===== src/design/ssg_pkg.sv =====
// ----------------------------------------------------------------------------
// ssg_pkg
// Shared widths, constants, stage payload types and helper functions for the
// stereo gain pipeline.
// ----------------------------------------------------------------------------
package ssg_pkg;

    localparam int D2_W   = 36;   // squared distance, 2^-16 units
    localparam int NUM_W  = 36;   // dot-product numerators
    localparam int LEN_W  = 26;   // distance, 2^-16 units
    localparam int RAD_W  = 2 * LEN_W;
    localparam int SREM_W = LEN_W + 2;
    localparam int Q_W    = 18;   // quotient bits per division lane
    localparam int REM_W  = D2_W + 1;
    localparam int G_W    = 16;   // Q1.15 gains

    localparam logic [G_W-1:0]  UNITY      = 16'd32768;
    localparam logic [G_W-1:0]  REAR_SPAN  = 16'd8192;
    localparam logic [D2_W-1:0] NEAR_LIMIT = 36'd983040;  // 15 * 2^16
    localparam logic [REM_W-1:0] VOL_REM0  = 37'd122880;  // (15 * 2^31) >> Q_W

    localparam int FRONT_LAT = 3;
    localparam int BACK_LAT  = 3;

    typedef struct packed {
        logic                    spatial;
        logic [D2_W-1:0]         d2;
        logic signed [NUM_W-1:0] num_r;
        logic signed [NUM_W-1:0] num_f;
    } geo_t;

    typedef struct packed {
        logic [REM_W-1:0] rem;
        logic [Q_W-1:0]   low;   // dividend bits out, quotient bits in
    } lane_t;

    typedef struct packed {
        logic            spatial;
        logic [D2_W-1:0] d2;
        logic            neg_r;
        logic            neg_f;
        logic [Q_W-1:0]  q_r;
        logic [Q_W-1:0]  q_f;
        logic [Q_W-1:0]  q_vol;
    } quo_t;

    // one restoring-division step
    function automatic lane_t div_step(input lane_t l, input logic [D2_W-1:0] dv);
        logic [REM_W:0] t;
        lane_t          o;
        t = {l.rem, l.low[Q_W-1]};
        if (t >= {2'b00, dv}) begin
            t     = t - {2'b00, dv};
            o.low = {l.low[Q_W-2:0], 1'b1};
        end else begin
            o.low = {l.low[Q_W-2:0], 1'b0};
        end
        o.rem = t[REM_W-1:0];
        return o;
    endfunction

    function automatic logic [NUM_W-1:0] abs_num(input logic signed [NUM_W-1:0] v);
        return v[NUM_W-1] ? NUM_W'(-v) : NUM_W'(v);
    endfunction

endpackage


===== src/design/ssg_back.sv =====
// ----------------------------------------------------------------------------
// ssg_back
// Clamps, pan and rear factors, the volume-rear base product, then the two
// gain products. The last stage is the output register.
// ----------------------------------------------------------------------------
module ssg_back (
    input  logic                aclk,
    input  logic                aresetn,
    input  logic                en,
    input  logic                in_valid,
    input  ssg_pkg::quo_t       in_quo,
    output logic                out_valid,
    output logic [31:0]         out_data
);
    import ssg_pkg::*;

    logic [2:0]     valid_reg;
    logic [G_W-1:0] vol_reg, rear_reg, panl1_reg, panr1_reg;
    logic [G_W-1:0] base_reg, panl2_reg, panr2_reg;
    logic           sp1_reg, sp2_reg;
    logic [G_W-1:0] gl_reg, gr_reg;

    logic           zero, near;
    logic [G_W-1:0] mr, mf;
    logic [G_W-1:0] vol_next, rear_next, panl_next, panr_next;
    logic [31:0]    base_full, gl_full, gr_full;

    always_comb begin
        zero = (in_quo.d2 == '0);   // direction counts as zero
        near = (in_quo.d2 <= NEAR_LIMIT);
        mr   = (zero) ? '0 :
               (in_quo.q_r > Q_W'(UNITY)) ? UNITY : in_quo.q_r[G_W-1:0];
        mf   = (zero) ? '0 :
               (in_quo.q_f > Q_W'(REAR_SPAN)) ? REAR_SPAN : in_quo.q_f[G_W-1:0];
        vol_next  = near ? UNITY : in_quo.q_vol[G_W-1:0];
        panl_next = in_quo.neg_r ? UNITY : UNITY - mr;
        panr_next = in_quo.neg_r ? UNITY - mr : UNITY;
        rear_next = in_quo.neg_f ? UNITY - mf : UNITY;
        base_full = vol_reg * rear_reg;
        gl_full   = base_reg * panl2_reg;
        gr_full   = base_reg * panr2_reg;
    end

    always_ff @(posedge aclk) begin
        if (!aresetn) begin
            valid_reg <= '0;
        end else if (en) begin
            valid_reg <= {valid_reg[1:0], in_valid};
        end
    end

    always_ff @(posedge aclk) begin
        if (en) begin
            vol_reg   <= vol_next;
            rear_reg  <= rear_next;
            panl1_reg <= panl_next;
            panr1_reg <= panr_next;
            sp1_reg   <= in_quo.spatial;

            base_reg  <= base_full[30:15];
            panl2_reg <= panl1_reg;
            panr2_reg <= panr1_reg;
            sp2_reg   <= sp1_reg;

            gl_reg    <= sp2_reg ? gl_full[30:15] : UNITY;
            gr_reg    <= sp2_reg ? gr_full[30:15] : UNITY;
        end
    end

    assign out_valid = valid_reg[2];
    assign out_data  = {gr_reg, gl_reg};

endmodule


===== config.mk =====
export PLATFORM = sky130hd
export DESIGN_NAME = ssg_back
export DESIGN_NICKNAME = d
export VERILOG_FILES = /design/src/design/ssg_pkg.sv /design/src/design/ssg_back.sv
export SDC_FILE = /design/constraint.sdc
export NUM_CORES = 2
export LEC_CHECK = 0
export BUFFER_PORTS_ARGS = -buffer_cell sky130_fd_sc_hd__buf_2
export CAP_MARGIN = 20
export CORE_ASPECT_RATIO = 1.25
export CORE_MARGIN = 2
export CORE_UTILIZATION = 50
export CTS_CLUSTER_DIAMETER = 30
export DETAILED_ROUTE_END_ITERATION = 6
export GPL_TIMING_DRIVEN = 0
export PLACE_DENSITY = 0.67
export SLEW_MARGIN = 0
export SYNTH_ARGS = -nofsm -noshare
export SYNTH_HDL_FRONTEND = slang
export SYNTH_SLANG_ARGS = --single-unit
export TNS_END_PERCENT = 10

===== constraint.sdc =====
create_clock -name aclk -period 8.57 [get_ports aclk]
set_input_delay 0 -clock aclk [delete_from_list [all_inputs] [get_ports aclk]]
set_output_delay 0 -clock aclk [all_outputs]
set_load 0.02 [all_outputs]

## Word-level counts from Yosys, hierarchy flattened

Cells that the tools add are included.

| operators by class | value |
|---|---|
| divide/modulo/power cells | 0 |
| magnitude comparators | 3 |
| muxes and demuxes | 4 |
| reduce and logical (&&, ||, !) cells | 1 |
| shift operators | 0 |
| add/sub/neg operators | 2 |
| bitwise gates (word level) | 0 |
| equal/unequal tests | 0 |
| multipliers | 3 |

Operators with widths:

| kind | number |
|---|---|
| 16-bit by 16-bit multiplier with 31-bit output | 3 |
| 16-bit two-way mux | 4 |
| 36-bit by 20-bit <= comparator with 1-bit output, second input constant | 1 |
| 36-bit zero test | 1 |
| 16-bit subtractor, first input constant | 2 |
| 18-bit by 14-bit > comparator with 1-bit output, second input constant | 1 |
| 18-bit by 16-bit > comparator with 1-bit output, second input constant | 1 |

| word-level totals | value |
|---|---|
| bits in latches | 0 |
| memory bits (read-only) | 0 |
| word-level logic and storage cells | 25 |
| output and inout bits | 33 |
| flip-flop bits (word level) | 149 |
| input port bits | 97 |
| memories kept | 0 |
| memory bits (writable) | 0 |

## Depth between registers and ports, before layout

| depth | value |
|---|---|
| word-level depth | 4 |
| depth in mapped cells | 23 |
| depth with buffers taken out | 21 |

## Least setup slack after synthesis

Ideal clock, no wire load.

| timing path | value |
|---|---|
| path kind | register to register |
| start | register panl2_reg[7] |
| end | register gl_reg[14] (data pin) |
| path slack | 2.408 ns |
| library setup time | 0.268 ns |
| cell stages (with the launch flop) | 22 |
| arrival | 5.893 ns |
| data required time | 8.302 ns |
| cells stage by stage | edfxtp_1 > clkbuf_1 > nand2_1 > fa_1 > inv_1 > fa_1 > inv_1 > fa_1 > inv_1 > fa_1 > fa_1 > inv_1 > fa_1 > inv_1 > ha_1 > and3_1 > nor3b_1 > a32oi_1 > a2111oi_0 > o21ai_0 > a21oi_1 > nor3b_1 |

| between the ends | value |
|---|---|
| word-level cells in the longest chain between the ends | 1 |

RTL lines:

| what | RTL line | RTL |
|---|---|---|
| start: declaration | ssg_back.sv:19 | `logic [G_W-1:0] base_reg, panl2_reg, panr2_reg;` |
| start signal: assignment | ssg_back.sv:61 | `panl2_reg <= panl1_reg;` |
| 16-bit by 16-bit multiplier with 31-bit output | ssg_back.sv:40 | `gl_full = base_reg * panl2_reg;` |
| end signal: assignment | ssg_back.sv:65 | `gl_reg <= sp2_reg ? gl_full[30:15] : UNITY;` |
| end: declaration | ssg_back.sv:21 | `logic [G_W-1:0] gl_reg, gr_reg;` |

No other way between the ends.
A chain may end at the register's enable or synchronous reset.

## Worst setup path after layout

| timing path | value |
|---|---|
| start | register base_reg[10] |
| end | register gr_reg[15] (data pin) |

| between the ends | value |
|---|---|
| word-level cells in the longest chain between the ends | 1 |

RTL lines:

| what | RTL line | RTL |
|---|---|---|
| start: declaration | ssg_back.sv:19 |  |
| start signal: assignment | ssg_back.sv:60 | `base_reg <= base_full[30:15];` |
| 16-bit by 16-bit multiplier with 31-bit output | ssg_back.sv:41 | `gr_full = base_reg * panr2_reg;` |
| end signal: assignment | ssg_back.sv:66 | `gr_reg <= sp2_reg ? gr_full[30:15] : UNITY;` |
| end: declaration | ssg_back.sv:21 |  |

No other way between the ends.

==> insert_results.sql <==
INSERT INTO impl_metrics (metric_group, metric, value, unit) VALUES
('setup_path', 'worst_setup_path_start_kind', 'flip-flop', ''),
('logic_synthesis', 'postSynth.topFlopCell', 'sky130_fd_sc_hd__edfxtp_1', ''),
('floorplan', 'i_o_pin_total', '130', ''),
('logic_synthesis', 'syn-instance-count', '3223', ''),
('floorplan', 'core_rows', '100', ''),
('global_route', 'globalRouteTotalUtil', '27.3', '%'),
('placed_design', 'placement.setup.worst_slack', '1.07', 'ns'),
('logic_synthesis', 'syn_area', '30200', 'um2'),
('run_status', 'status', 'completed', ''),
('min_path', 'worst_hold_path.num_cells', '4', ''),
('global_route', 'grt_pass1_wl', '129', 'mm'),
('placed_design', 'placed_cell_area', '31900', 'um2'),
('setup_path', 'path_class', 'reg -> reg', ''),
('cts', 'cts_h_tree_depth', '4', ''),
('min_path', 'hold_wc_startpoint', 'in_quo[19]', ''),
('cts', 'path_clk_slew', '0.07', 'ns'),
('layout', 'fin_nets', '4377', ''),
('placed_design', 'dp_cells', '4117', ''),
('floorplan', 'core_region_area', '59700', 'um2'),
('setup_path', 'worst-r2r-setup-slack', '1.28', 'ns'),
('sta', 'timing_worst_slew_pin_value', '1.08', 'ns'),
('global_route', 'grt_pass1_vias', '24256', ''),
('routing', 'detail_route.wirelength.met1', '30.1', 'mm'),
('layout', 'stdcell_area', '32800', 'um2'),
('floorplan', 'die_area', '62400', 'um2'),
('min_path', 'hold_path_class', 'in -> reg', ''),
('layout', 'layout.cells.most_common_list', 'sky130_fd_sc_hd__inv_1 (674), sky130_fd_sc_hd__fa_1 (576), sky130_fd_sc_hd__nand2_1 (498)', ''),
('sta', 'report.final.hold_viol_count', '0', ''),
('logic_synthesis', 'ys_ff_latch', '149', ''),
('layout', 'sequential_cell_area', '4440', 'um2'),
('logic_synthesis', 'synth_enable_flop_cells', '146', ''),
('layout', 'multi_input_comb_area', '22700', 'um2'),
('setup_path', 'crit-reg2reg-capture', 'gr_reg[15]', ''),
('routing', 'detail_route.wl_per_cell', '19.4', 'um'),
('sta', 'final_period_minus_worst_setup_slack', '7.29', 'ns'),
('setup_path', 'critPathCaptureType', 'flip-flop', ''),
('routing', 'routed-via-count', '22639', ''),
('routing', 'detail_route.wirelength', '81.1', 'mm'),
('layout', 'number_of_inserted_filler_cells_in_the_final_layout', '5434', ''),
('logic_synthesis', 'number_of_nets_produced_by_synthesis', '4189', ''),
('routing', 'drc', '0', ''),
('cts', 'tritoncts_clock_tree', 'yes', ''),
('floorplan', 'die_height', '279', 'um'),
('cts', 'clock_sink_count', '149', ''),
('cts', 'cts_made_buffers', '17', ''),
('logic_synthesis', 'ys_async_sr_fraction', '0', '%'),
('routing', 'route.met3.wl', '4.66', 'mm'),
('placed_design', 'io_buffer_count', '127', ''),
('global_route', 'grt_overflow', '0', ''),
('sta', 'maxSlewHeadroom', '27.7', '%'),
('min_path', 'hold_end', 'rear_reg[1]', ''),
('layout', 'finalNonFillerCells', '4190', ''),
('floorplan', 'fp.dieW', '224', 'um'),
('cts', 'cts_repair_resize_count', '0', ''),
('sta', 'setup_viol_count_final', '0', ''),
('sta', 'setup_repair_after_global_routing_missed_its_margin', 'no', ''),
('sta', 'fin_worst_skew', '0.0147', 'ns'),
('setup_path', 'worst-endpoint-required', '8.87', 'ns'),
('sta', 'timing.fmax', '137', 'MHz'),
('cts', 'cts_root_buf', 'sky130_fd_sc_hd__clkbuf_16', ''),
('setup_path', 'reg2reg_depth', '19', ''),
('run', 'cap_viol_max_count', '0', ''),
('setup_path', 'r2r_start', 'base_reg[10]', ''),
('cts', 'cts.repair_timing.setup_buffer_count', '0', ''),
('routing', 'drt.antenna.violating_nets', '0', ''),
('logic_synthesis', 'synth-warning-count', '0', ''),
('layout', 'post_route_cells_drive_above_1_share', '5.05', '%'),
('routing', 'dr_top_layer', 'met5', ''),
('sta', 'final.setup.tns', '0', 'ns'),
('cts', 'cts_hold_repair.buffers', '39', ''),
('logic_synthesis', 'netlist-cell-type-count', '63', '');
## synth_stat cells, types with 3 or more instances
cell type,count,area share (%)
sky130_fd_sc_hd__a2111oi_0,4,0.12
sky130_fd_sc_hd__a211oi_1,9,0.22
sky130_fd_sc_hd__a21boi_0,4,0.099
sky130_fd_sc_hd__a21o_1,26,0.65
sky130_fd_sc_hd__a21oi_1,83,1.4
sky130_fd_sc_hd__a221oi_1,5,0.14
sky130_fd_sc_hd__a311oi_1,3,0.087
sky130_fd_sc_hd__a31oi_1,6,0.12
sky130_fd_sc_hd__and2_1,341,7.1
sky130_fd_sc_hd__and3_1,13,0.27
sky130_fd_sc_hd__and4_1,3,0.087
sky130_fd_sc_hd__clkbuf_1,129,1.6
sky130_fd_sc_hd__dfxtp_1,3,0.20
sky130_fd_sc_hd__edfxtp_1,146,15
sky130_fd_sc_hd__fa_1,576,38
sky130_fd_sc_hd__ha_1,293,12
sky130_fd_sc_hd__inv_1,674,8.4
sky130_fd_sc_hd__mux2i_1,13,0.43
sky130_fd_sc_hd__nand2_1,498,6.2
sky130_fd_sc_hd__nand2b_1,9,0.19
sky130_fd_sc_hd__nand3_1,19,0.31
sky130_fd_sc_hd__nand4_1,18,0.37
sky130_fd_sc_hd__nor2_1,83,1.0
sky130_fd_sc_hd__nor2b_1,27,0.56
sky130_fd_sc_hd__nor3_1,21,0.35
sky130_fd_sc_hd__nor3b_1,3,0.075
sky130_fd_sc_hd__nor4_1,15,0.31
sky130_fd_sc_hd__o2111ai_1,4,0.12
sky130_fd_sc_hd__o211ai_1,16,0.40
sky130_fd_sc_hd__o21a_1,11,0.27
sky130_fd_sc_hd__o21ai_0,42,0.70
sky130_fd_sc_hd__o21bai_1,11,0.27
sky130_fd_sc_hd__o31ai_1,6,0.15
sky130_fd_sc_hd__o41ai_1,3,0.087
sky130_fd_sc_hd__or3_1,5,0.10
sky130_fd_sc_hd__or4_1,6,0.15
sky130_fd_sc_hd__xnor2_1,36,1.0
sky130_fd_sc_hd__xor2_1,25,0.72
## kinds of logic after synthesis
kind of cell | Yosys count | synth area share, %
muxes | 13 | 0.431
AOI/OAI and AO/OA | 251 | 5.39
xor gates and xnor gates | 61 | 1.77
DFF | 149 | 14.7
buffers and inverters | 807 | 10.0
and+or+nand+nor | 1073 | 17.4
adders and majority gates | 869 | 50.3
## worst max-delay path, stage by stage, from the launching register on
cell and delay, ns:
sky130_fd_sc_hd__edfxtp_1 0.54, sky130_fd_sc_hd__clkbuf_1 0.73, sky130_fd_sc_hd__nand2_1 0.18, sky130_fd_sc_hd__fa_1 0.56
sky130_fd_sc_hd__fa_1 0.59, sky130_fd_sc_hd__fa_1 0.46, sky130_fd_sc_hd__fa_1 0.54, sky130_fd_sc_hd__inv_1 0.05
sky130_fd_sc_hd__fa_1 0.47, sky130_fd_sc_hd__inv_1 0.05, sky130_fd_sc_hd__fa_1 0.47, sky130_fd_sc_hd__inv_1 0.04
sky130_fd_sc_hd__ha_1 0.34, sky130_fd_sc_hd__a211oi_1 0.31, sky130_fd_sc_hd__o211ai_1 0.13, sky130_fd_sc_hd__a21oi_1 0.13
sky130_fd_sc_hd__a21boi_0 0.73, sky130_fd_sc_hd__o21ai_0 0.35, sky130_fd_sc_hd__mux2i_1 0.18, sky130_fd_sc_hd__a311oi_1 0.25
## layout make-up
class / instances / area share (%)
well taps: 765 / 2.91
flip-flops and latches: 149 / 13.5
clock inverters: 15 / 0.476
diodes: 1 / 0.00762
repair buffers: 169 / 3.28
multi-input cells: 2267 / 69.2
inverters: 675 / 7.71
plain buffers: 132 / 1.53
clock buffers: 17 / 1.30
## routing by layer
layer	global-route usage [%]	up-vias
met5	0	-
met4	15.6	8
met3	3.62	207
met2	48.9	771
met1	31.4	11378
li1	-	10275
## worst max path at each step
stage / startpoint / end / slack, ns / depth (start not counted)
after floorplan: panl2_reg[7] / gl_reg[14] / 2.41 / 21
after global placement: base_reg[0] / gl_reg[14] / 1.07 / 20
after detailed placement: base_reg[0] / gl_reg[14] / 1.07 / 20
after CTS: base_reg[0] / gl_reg[14] / 1.07 / 20
after global routing: base_reg[10] / gr_reg[15] / 0.92 / 19
final: base_reg[10] / gr_reg[15] / 1.28 / 19
## through the flow
stage / hold WS (ns) / util [%]
after global placement: 0.180 / 53.3
final: 0.0292 / 55.0
after floorplan: 0.0989 / -
after detailed placement: 0.178 / 53.4
after CTS: 0.00219 / 55.0
after global routing: 0.0525 / 55.0
Power is not shown: default switching activity piles up to over one toggle a cycle in this logic, so the estimate is an artifact.
